===== src/rtl/hotp_code_generator_top_macros.svh =====
// Assertion macros for the HOTP code generator
`ifndef HOTP_CODE_GENERATOR_TOP_MACROS_SVH
`define HOTP_CODE_GENERATOR_TOP_MACROS_SVH
// implication checked on every rising clock edge outside reset
`define HOTP_ASSERT_IMP(label, clk, rst, ante, cons) \
   label: assert property (@(posedge clk) disable iff (rst) (ante) |-> (cons)) \
      else $error("hotp assertion failed");
// next-cycle implication checked outside reset
`define HOTP_ASSERT_NEXT(label, clk, rst, ante, cons) \
   label: assert property (@(posedge clk) disable iff (rst) (ante) |=> (cons)) \
      else $error("hotp assertion failed");
`endif


===== src/rtl/hotp_pkg.sv =====
// Package: types and constants for the HOTP code generator
package hotp_pkg;
   localparam int KEY_BYTES   = 20;
   localparam int CTR_W       = 64;
   localparam int CODE_W      = 27;
   localparam int CSR_DATA_W  = 64;
   localparam int CSR_IDX_W   = 2;

   localparam logic [CSR_IDX_W-1:0] REG_KEY0   = 2'd0;
   localparam logic [CSR_IDX_W-1:0] REG_KEY1   = 2'd1;
   localparam logic [CSR_IDX_W-1:0] REG_KEY2   = 2'd2;
   localparam logic [CSR_IDX_W-1:0] REG_DIGITS = 2'd3;

   localparam logic [159:0] SHA1_IV =
      160'h67452301_EFCDAB89_98BADCFE_10325476_C3D2E1F0;
   localparam logic [CODE_W-1:0] MOD6 = 27'd1000000;
   localparam logic [CODE_W-1:0] MOD8 = 27'd100000000;

   // reciprocals: q = (n * MAGIC) >> MUL_SHIFT is exact for n < 2^31
   localparam logic [31:0] MAGIC6     = 32'h431BDE83;
   localparam logic [31:0] MAGIC8     = 32'd2882303762;
   localparam int          MUL_SHIFT6 = 50;
   localparam int          MUL_SHIFT8 = 58;

   typedef enum logic [3:0] {
      ST_IDLE, ST_LOAD_I1, ST_RUN_I1, ST_LOAD_I2, ST_RUN_I2,
      ST_LOAD_O1, ST_RUN_O1, ST_LOAD_O2, ST_RUN_O2,
      ST_TRUNC, ST_REDUCE, ST_DONE
   } state_type;

   typedef enum logic [1:0] {
      MP_IDLE, MP_MUL, MP_QUO, MP_SUB
   } mod_phase_type;

   function automatic logic [7:0] key_byte(input logic [159:0] key, input int i);
      logic [7:0] b;
      b = 8'h00;
      if (i < KEY_BYTES && i < 20) b = key[159 - 8*i -: 8];
      return b;
   endfunction

   function automatic logic [511:0] pad_block(input logic [159:0] key,
                                              input logic [7:0] pad);
      logic [511:0] blk;
      blk = '0;
      for (int i = 0; i < 64; i++) blk[511 - 8*i -: 8] = key_byte(key, i) ^ pad;
      return blk;
   endfunction
endpackage


===== src/rtl/hotp_if.sv =====
// Valid/ready channel interface
interface hotp_if #(parameter int WIDTH = 64) ();
   logic             valid;
   logic             ready;
   logic [WIDTH-1:0] data;
   modport source (output valid, output data, input ready);
   modport sink   (input valid, input data, output ready);
endinterface


===== src/rtl/hotp_sha1_core.sv =====
// SHA-1 compression unit: one round per cycle, 16-word schedule window
module hotp_sha1_core (
   input  logic         clock,
   input  logic         reset,
   input  logic         start,
   input  logic [159:0] h_init,
   input  logic [511:0] block,
   output logic         done,
   output logic [159:0] h_out
);
   import hotp_pkg::*;
   logic [511:0] w_ff, w_in;
   logic [31:0]  a_ff, b_ff, c_ff, d_ff, e_ff, a_in, b_in, c_in, d_in, e_in;
   logic [159:0] h_ff, h_in;
   logic [6:0]   rnd_ff, rnd_in;
   logic         busy_ff, busy_in, done_ff, done_in;
   logic [31:0]  f, k, t, wt, wn;

   always_comb begin
      wt = w_ff[511:480];
      wn = w_ff[95:64] ^ w_ff[255:224] ^ w_ff[447:416] ^ w_ff[511:480];
      wn = {wn[30:0], wn[31]};
      if (rnd_ff < 7'd20) begin
         f = (b_ff & c_ff) | (~b_ff & d_ff); k = 32'h5A827999;
      end else if (rnd_ff < 7'd40) begin
         f = b_ff ^ c_ff ^ d_ff; k = 32'h6ED9EBA1;
      end else if (rnd_ff < 7'd60) begin
         f = (b_ff & c_ff) | (b_ff & d_ff) | (c_ff & d_ff); k = 32'h8F1BBCDC;
      end else begin
         f = b_ff ^ c_ff ^ d_ff; k = 32'hCA62C1D6;
      end
      t = {a_ff[26:0], a_ff[31:27]} + f + e_ff + k + wt;
      w_in = w_ff; a_in = a_ff; b_in = b_ff; c_in = c_ff; d_in = d_ff; e_in = e_ff;
      h_in = h_ff; rnd_in = rnd_ff; busy_in = busy_ff; done_in = 1'b0;
      if (start) begin
         w_in = block; h_in = h_init;
         a_in = h_init[159:128]; b_in = h_init[127:96]; c_in = h_init[95:64];
         d_in = h_init[63:32]; e_in = h_init[31:0];
         rnd_in = '0; busy_in = 1'b1;
      end else if (busy_ff) begin
         w_in = {w_ff[479:0], wn};
         e_in = d_ff; d_in = c_ff; c_in = {b_ff[1:0], b_ff[31:2]}; b_in = a_ff; a_in = t;
         rnd_in = rnd_ff + 7'd1;
         if (rnd_ff == 7'd79) begin
            busy_in = 1'b0; done_in = 1'b1;
         end
      end
   end

   always_ff @(posedge clock) begin
      if (reset) begin
         busy_ff <= 1'b0; done_ff <= 1'b0; rnd_ff <= '0;
      end else begin
         busy_ff <= busy_in; done_ff <= done_in; rnd_ff <= rnd_in;
      end
      w_ff <= w_in; h_ff <= h_in;
      a_ff <= a_in; b_ff <= b_in; c_ff <= c_in; d_ff <= d_in; e_ff <= e_in;
   end

   assign done  = done_ff;
   assign h_out = {h_ff[159:128] + a_ff, h_ff[127:96] + b_ff, h_ff[95:64] + c_ff,
                   h_ff[63:32] + d_ff, h_ff[31:0] + e_ff};
endmodule


===== src/rtl/hotp_mod_unit.sv =====
// Modulo 10^6 / 10^8 unit: reciprocal multiply, quotient times divisor, subtract
module hotp_mod_unit (
   input  logic        clock,
   input  logic        reset,
   input  logic        start,
   input  logic [30:0] dividend,
   input  logic        use_mod8,
   output logic        done,
   output logic [26:0] remainder
);
   import hotp_pkg::*;
   logic [30:0]   dvd_ff, dvd_in;
   logic          m8_ff, m8_in;
   logic [62:0]   prod_ff, prod_in;
   logic [38:0]   qd_ff, qd_in;
   logic [26:0]   rem_ff, rem_in;
   mod_phase_type phase_ff, phase_in;
   logic          done_ff, done_in;
   logic [11:0]   quo;
   logic [26:0]   dvs;
   logic [31:0]   magic;
   logic [30:0]   diff;

   always_comb begin
      magic = m8_ff ? MAGIC8 : MAGIC6;
      dvs   = m8_ff ? MOD8 : MOD6;
      quo   = m8_ff ? {7'd0, prod_ff[MUL_SHIFT8 +: 5]} : prod_ff[MUL_SHIFT6 +: 12];
      diff  = dvd_ff - qd_ff[30:0];
      dvd_in = dvd_ff; m8_in = m8_ff; prod_in = prod_ff; qd_in = qd_ff; rem_in = rem_ff;
      phase_in = phase_ff; done_in = 1'b0;
      unique case (phase_ff)
         MP_IDLE: if (start) begin
            dvd_in = dividend; m8_in = use_mod8; phase_in = MP_MUL;
         end
         MP_MUL: begin
            prod_in = 63'(dvd_ff) * 63'(magic); phase_in = MP_QUO;
         end
         MP_QUO: begin
            qd_in = 39'(quo) * 39'(dvs); phase_in = MP_SUB;
         end
         MP_SUB: begin
            rem_in = diff[26:0]; done_in = 1'b1; phase_in = MP_IDLE;
         end
      endcase
   end

   always_ff @(posedge clock) begin
      if (reset) begin
         phase_ff <= MP_IDLE; done_ff <= 1'b0;
      end else begin
         phase_ff <= phase_in; done_ff <= done_in;
      end
      dvd_ff <= dvd_in; m8_ff <= m8_in; prod_ff <= prod_in; qd_ff <= qd_in;
      rem_ff <= rem_in;
   end

   assign done      = done_ff;
   assign remainder = rem_ff;
endmodule


===== src/rtl/hotp_code_generator_top.sv =====
// HOTP code generator: an item is accepted, then runs four SHA-1 compressions
// (load, 80 rounds, done) on the one shared round unit, one truncation step and
// the reciprocal-multiply modulo (multiply, quotient, subtract) before the result
// is held. An invalid digit count skips the modulo and gives a zero code. One
// item at a time; the request channel is not ready until the result has been
// taken.
`include "hotp_code_generator_top_macros.svh"
module hotp_code_generator_top (
   input  logic clock,
   input  logic reset,
   hotp_if.sink   req,
   hotp_if.source rsp,
   input  logic                               csr_write_enable,
   input  logic [hotp_pkg::CSR_IDX_W-1:0]     csr_index,
   input  logic [hotp_pkg::CSR_DATA_W-1:0]    csr_write_data
);
   import hotp_pkg::*;
   logic [63:0]  key0_ff, key1_ff;
   logic [31:0]  key2_ff;
   logic [3:0]   digits_ff;
   state_type    state_ff, state_in;
   logic [63:0]  ctr_ff, ctr_in;
   logic [159:0] hv_ff, hv_in, inner_ff, inner_in;
   logic [26:0]  code_ff, code_in;
   logic         sha_start, sha_done;
   logic         mod_start, mod_done, mod_use8;
   logic [511:0] blk;
   logic [159:0] sha_h_in, sha_h_out, key;
   logic [26:0]  mod_rem;
   logic [3:0]   off;
   logic [159:0] shifted;

   assign key = {key0_ff, key1_ff, key2_ff};

   always_ff @(posedge clock) begin
      if (reset) begin
         key0_ff <= '0; key1_ff <= '0; key2_ff <= '0; digits_ff <= 4'd6;
      end else if (csr_write_enable) begin
         unique case (csr_index)
            REG_KEY0:   key0_ff   <= csr_write_data;
            REG_KEY1:   key1_ff   <= csr_write_data;
            REG_KEY2:   key2_ff   <= csr_write_data[31:0];
            REG_DIGITS: digits_ff <= csr_write_data[3:0];
            default: ;
         endcase
      end
   end

   hotp_sha1_core u_sha (
      .clock(clock), .reset(reset), .start(sha_start), .h_init(sha_h_in),
      .block(blk), .done(sha_done), .h_out(sha_h_out));

   assign mod_use8 = (digits_ff == 4'd8);
   hotp_mod_unit u_mod (
      .clock(clock), .reset(reset), .start(mod_start), .dividend(shifted[158:128]),
      .use_mod8(mod_use8), .done(mod_done), .remainder(mod_rem));

   always_comb begin
      state_in = state_ff; ctr_in = ctr_ff; hv_in = hv_ff; inner_in = inner_ff;
      code_in = code_ff;
      sha_start = 1'b0; mod_start = 1'b0;
      sha_h_in = hv_ff; blk = '0;
      off = hv_ff[3:0];
      shifted = hv_ff << {off, 3'b000};
      req.ready = (state_ff == ST_IDLE);
      rsp.valid = (state_ff == ST_DONE);
      unique case (state_ff)
         ST_IDLE: if (req.valid) begin
            ctr_in = req.data; state_in = ST_LOAD_I1;
         end
         ST_LOAD_I1: begin
            sha_start = 1'b1; sha_h_in = SHA1_IV; blk = pad_block(key, 8'h36);
            state_in = ST_RUN_I1;
         end
         ST_RUN_I1: if (sha_done) begin
            hv_in = sha_h_out; state_in = ST_LOAD_I2;
         end
         ST_LOAD_I2: begin
            sha_start = 1'b1;
            blk = {ctr_ff, 8'h80, 376'd0, 64'd576};
            state_in = ST_RUN_I2;
         end
         ST_RUN_I2: if (sha_done) begin
            inner_in = sha_h_out; state_in = ST_LOAD_O1;
         end
         ST_LOAD_O1: begin
            sha_start = 1'b1; sha_h_in = SHA1_IV; blk = pad_block(key, 8'h5C);
            state_in = ST_RUN_O1;
         end
         ST_RUN_O1: if (sha_done) begin
            hv_in = sha_h_out; state_in = ST_LOAD_O2;
         end
         ST_LOAD_O2: begin
            sha_start = 1'b1;
            blk = {inner_ff, 8'h80, 280'd0, 64'd672};
            state_in = ST_RUN_O2;
         end
         ST_RUN_O2: if (sha_done) begin
            hv_in = sha_h_out; state_in = ST_TRUNC;
         end
         ST_TRUNC: begin
            if (digits_ff == 4'd6 || digits_ff == 4'd8) begin
               mod_start = 1'b1; state_in = ST_REDUCE;
            end else begin
               code_in = '0; state_in = ST_DONE;
            end
         end
         ST_REDUCE: if (mod_done) begin
            code_in = mod_rem; state_in = ST_DONE;
         end
         ST_DONE: if (rsp.ready) state_in = ST_IDLE;
         default: state_in = ST_IDLE;
      endcase
   end

   always_ff @(posedge clock) begin
      if (reset) state_ff <= ST_IDLE;
      else state_ff <= state_in;
      ctr_ff <= ctr_in; hv_ff <= hv_in; inner_ff <= inner_in;
      code_ff <= code_in;
   end

   assign rsp.data = code_ff;

   `HOTP_ASSERT_IMP(a_ready_idle, clock, reset, req.ready, !rsp.valid)
   `HOTP_ASSERT_NEXT(a_take_load, clock, reset, req.valid && req.ready, state_ff == ST_LOAD_I1)
   `HOTP_ASSERT_IMP(a_code_range, clock, reset, rsp.valid, rsp.data <= 27'd99999999)
endmodule


===== src/flat_wrapper.sv =====
// flat-port wrapper written by rule: the top's interface ports become plain ports
module hotp_code_generator_top_flat import hotp_pkg::*;
  (clock, reset, csr_write_enable, csr_index, csr_write_data, req_valid, req_data, req_ready, rsp_valid, rsp_data, rsp_ready);
  hotp_if #(.WIDTH(CTR_W)) req_i ();
  hotp_if #(.WIDTH(CODE_W)) rsp_i ();
  input  logic clock;
  input  logic reset;
  input  logic csr_write_enable;
  input  logic [hotp_pkg::CSR_IDX_W-1:0] csr_index;
  input  logic [hotp_pkg::CSR_DATA_W-1:0] csr_write_data;
  input wire logic [$bits(req_i.valid)-1:0] req_valid;
  input wire logic [$bits(req_i.data)-1:0] req_data;
  output wire logic [$bits(req_i.ready)-1:0] req_ready;
  output wire logic [$bits(rsp_i.valid)-1:0] rsp_valid;
  output wire logic [$bits(rsp_i.data)-1:0] rsp_data;
  input wire logic [$bits(rsp_i.ready)-1:0] rsp_ready;
  assign req_i.valid = req_valid;
  assign req_i.data = req_data;
  assign req_ready = req_i.ready;
  assign rsp_valid = rsp_i.valid;
  assign rsp_data = rsp_i.data;
  assign rsp_i.ready = rsp_ready;
  hotp_code_generator_top u_core (.clock(clock), .reset(reset), .req(req_i), .rsp(rsp_i), .csr_write_enable(csr_write_enable), .csr_index(csr_index), .csr_write_data(csr_write_data));
endmodule

===== config.mk =====
export PLATFORM = sky130hd
export DESIGN_NAME = hotp_code_generator_top_flat
export DESIGN_NICKNAME = d
export VERILOG_FILES = /design/src/rtl/hotp_pkg.sv /design/src/rtl/hotp_if.sv /design/src/rtl/hotp_sha1_core.sv /design/src/rtl/hotp_mod_unit.sv /design/src/rtl/hotp_code_generator_top.sv /design/src/flat_wrapper.sv
export VERILOG_INCLUDE_DIRS = /design/src /design/src/rtl
export SDC_FILE = /design/constraint.sdc
export NUM_CORES = 2
export LEC_CHECK = 0
export BUFFER_PORTS_ARGS = -buffer_cell sky130_fd_sc_hd__buf_2
export CAP_MARGIN = 20
export CORE_MARGIN = 8
export CORE_UTILIZATION = 55
export DETAILED_ROUTE_END_ITERATION = 6
export MAX_ROUTING_LAYER = met4
export PLACE_DENSITY = 0.81
export SYNTH_ARGS = -nofsm -noshare
export SYNTH_HDL_FRONTEND = slang
export SYNTH_HIERARCHICAL = 1
export SYNTH_SLANG_ARGS = --single-unit

===== constraint.sdc =====
create_clock -name clock -period 19.8 [get_ports clock]
set_input_delay 0.99 -clock clock [delete_from_list [all_inputs] [get_ports clock]]
set_output_delay 0.99 -clock clock [all_outputs]
set_load 0.02 [all_outputs]

==> metrics <==
status finished with violations; violated checks design-rule violations; # nets final 10246; final worst slack 10.91 ns; Final Util 0.6029; drt drc 2; htree depth 4; mux cell area share after synthesis 0.1006; Seq cells post-synth 1516; DRT antenna net count 0; Synth area leaders edfxtp_1 39%, fa_1 15%, ha_1 8.0%; largest net degree at the start of global routing 175; Slew HR 0.1316; Post-CTS Setup Inserts 0; Routed WL 354400 um; Die Width 447.8 um; Num Clock Sinks 1516; Area growth syn-to-layout 9.004%; largest family of logic cells by synthesized area adder cells; TritonCTS clock tree done; Hold WC Path Type input port to flop; CP bufs+invs 7; Synth Area in XOR/XNOR 0.03467; clock root cell clkbuf_16; most common cell after layout, fill and taps aside edfxtp_1; actual slew at the worst max-slew pin 1.270 ns; post-synth top area cell edfxtp_1; Sw Ratio 0.4025; critical path required time 20.33 ns; I/O pins 164; arrival time at the worst endpoint 9.41 ns; gr usage total 0.3564; CP most frequent cell fa_1; Power per Cell Area 126.1 nW/um^2; Period minus WS final 8.885 ns; number of global-route vias before repair 69374; die area 200600 um^2; setup TNS after final layout 0 ns; synthesized instance count 8484; complex-gate fraction of the synthesized area 0.07738; EDFF count, synth 1336; initial antenna violation count 31; global-route wire length before repair 497600 um; Yosys cell types 104; DP Worst Slack 10.98 ns; Internal 8.423 mW; cts repair resizes 0; CP delay by family, top adder cells; Final setup viols 0; site row count 158; worst-path fanout max 48; drt pass-1 iters 7; clk buf depth 3; Core ar. 185400 um^2; Crit Path Category flop to flop; Worst setup SP type flop; synthesized cell area 102600 um^2; asr flop ratio synth 0; Via-to-Cell Ratio 6.215; CTS Hold Bufs 0; top_reg_cell synth edfxtp_1; RSZ-0062 raised after global routing false; max-slew violations 0; maxcap violations 0; Yosys warnings 6; area share of fa/ha/maj cells after synthesis 0.2299; maximum clock frequency 112.5 MHz; number of buffers added on ports 163; Hold Fails Final Rpt 0; drt wl/cell 31.30 um; grt ovf 0; Yosys top cell area share 0.3911; Initial Utilization 0.5531; simple-gate share of the synthesized area 0.07579; Slowest cell on crit path fa_1; Logic pwr share 0.455; clk_lat worst skew 0.84 ns; P_sw 5.675 mW; synthesized area per cell 12.09 um^2; share of layout cells above drive strength 1 0.1465; Die Y 447.8 um; Reg power frac 0.327; clock-pin slew on the worst setup and hold paths 0.07 ns; crit-path max cell delay 0.60 ns; Final Skew 0.06129 ns; Seq/Total Area, Yosys 0.4263; vias post-DR 70371; clock power share 0.218; peak supply drop 0.2033 mV; First DRT Iteration DRCs 9762; CTS Buf Count 157; DPL Wire Length 274800 um; crit path capture type flop; GPL Wtd Cong 1.069; LEAKAGE 45.70 nW; Tcrit/Tclk final 0.4488; Fill cells 14523; most frequent cells in the layout 1336 x edfxtp_1, 1114 x inv_1, 770 x fa_1
[sequential cells by signal, indices dropped and copies added (netlist names), 32 cells and up]
| register | cells |
|---|---|
| u_core/inner_ff | 160 |
| u_core/u_sha/d_ff | 32 |
| u_core/u_sha/b_ff | 32 |
| u_core/u_sha/h_ff | 160 |
| u_core/u_sha/w_ff | 512 |
| u_core/hv_ff | 160 |
| u_core/key0_ff | 64 |
| u_core/u_sha/a_ff | 32 |
| u_core/key2_ff | 32 |
| u_core/key1_ff | 64 |
| u_core/u_sha/c_ff | 32 |
| u_core/u_sha/e_ff | 32 |
| u_core/ctr_ff | 64 |
[worst paths after layout]
path	from	endpoint	slack, ns	cells past startpoint
setup / recovery	u_core/u_mod/m8_ff$_DFFE_PP_	u_core/u_mod/prod_ff[61]$_DFFE_PN_	10.91	26
hold / removal	req_data[62]	u_core/ctr_ff[62]$_DFFE_PP_	0.32	1
setup reg to reg	u_core/u_mod/m8_ff$_DFFE_PP_	u_core/u_mod/prod_ff[61]$_DFFE_PN_	10.91	26
hold reg to reg	u_core/key1_ff[58]$_SDFFE_PP0P_	u_core/key1_ff[58]$_SDFFE_PP0P_	0.45	2
[synthesized netlist by cell type, types with 18 or more instances]
library cell / number
o21bai_1: 32
a31oi_1: 18
and2_1: 139
fa_1: 770
dfxtp_1: 180
clkbuf_1: 263
ha_1: 653
a21oi_1: 396
nand2b_1: 155
o21a_1: 42
o21ai_1: 37
inv_1: 1116
xor2_1: 111
edfxtp_1: 1336
a211oi_1: 88
buf_2: 45
or3_1: 19
a22oi_1: 112
nor2b_1: 67
o211ai_1: 21
nor3_1: 59
and3_1: 31
a22o_1: 24
mux2i_1: 64
nor2_1: 294
buf_1: 22
mux4_2: 120
nand4_1: 25
mux2_2: 610
a21o_1: 109
nand3_1: 71
nand2_1: 714
xnor2_1: 295
o21ai_0: 177
[cell families after synthesis]
| family | Yosys count |
|---|---|
| other | 3 |
| multiplexers | 798 |
| AO/OA/AOI/OAI | 1222 |
| flip-flops | 1516 |
| XOR/XNOR | 406 |
| adder cells (fa/ha/maj) | 1423 |
| buffers and inverters | 1464 |
| AND/OR/NAND/NOR | 1652 |
[area by class of cell]
type / instances / area, um^2 / share of cell area
Antenna cell: 20 / 50.05 / 0.0004476
Clock buffer: 208 / 4282 / 0.03830
Clock inverter: 86 / 1064 / 0.009512
Inverter: 1119 / 4212 / 0.03767
Multi-Input combinational cell: 5648 / 53830 / 0.4815
Sequential cell: 1516 / 43730 / 0.3911
Tap cell: 2480 / 3103 / 0.02775
Timing Repair Buffer: 246 / 1535 / 0.01373
[worst register-to-register path, stage by stage, from the launching register on]
cell      delay, ns
edfxtp_1       0.32
buf_4          0.37
buf_4          0.53
nand2_1        0.49
fa_1           0.60
inv_1          0.06
fa_1           0.46
fa_1           0.59
inv_1          0.08
fa_1           0.48
inv_1          0.05
fa_1           0.49
fa_1           0.51
fa_1           0.52
inv_1          0.06
fa_1           0.47
inv_1          0.04
ha_1           0.34
a21oi_1        0.16
o21ai_0        0.14
a221oi_1       0.39
o221ai_1       0.20
nor2_1         0.28
a21oi_4        0.18
o41ai_4        0.48
o21ai_1        0.17
xor2_1         0.16
[metrics by stage]
stage                     hold slack (ns)  instance area (um^2)  total power, mW  std cells
after floorplan                    0.4332                103100            8.979       8628
after global placement             0.4381                106300            10.67      11005
after detailed placement           0.4433                106300            10.83      11006
after CTS                          0.2870                111700            13.94      11300
after global routing               0.3023                111800            14.71      11314
final                              0.3198                111800            14.10      11323
[metal layers]
layer | global-route usage | vias to the layer above | part of all wire
li1 | - | 29716 | -
met3 | 0.06814 | 864 | 0.098
met4 | 0.2152 | 0 | 0.081
met1 | 0.4487 | 35366 | 0.37
met2 | 0.5379 | 4425 | 0.45
met5 | - | - | 0
[power by group through the flow]
stage	clock (mW)	combinational [mW]	sequential (mW)
finish	3.07	6.41	4.61
global route	3.21	6.87	4.63
CTS	3.09	6.26	4.60
detailed placement	0	6.18	4.66
global placement	0	6.03	4.65
floorplan	0	4.34	4.64
Note: power is estimated with default switching activity, not from simulation.
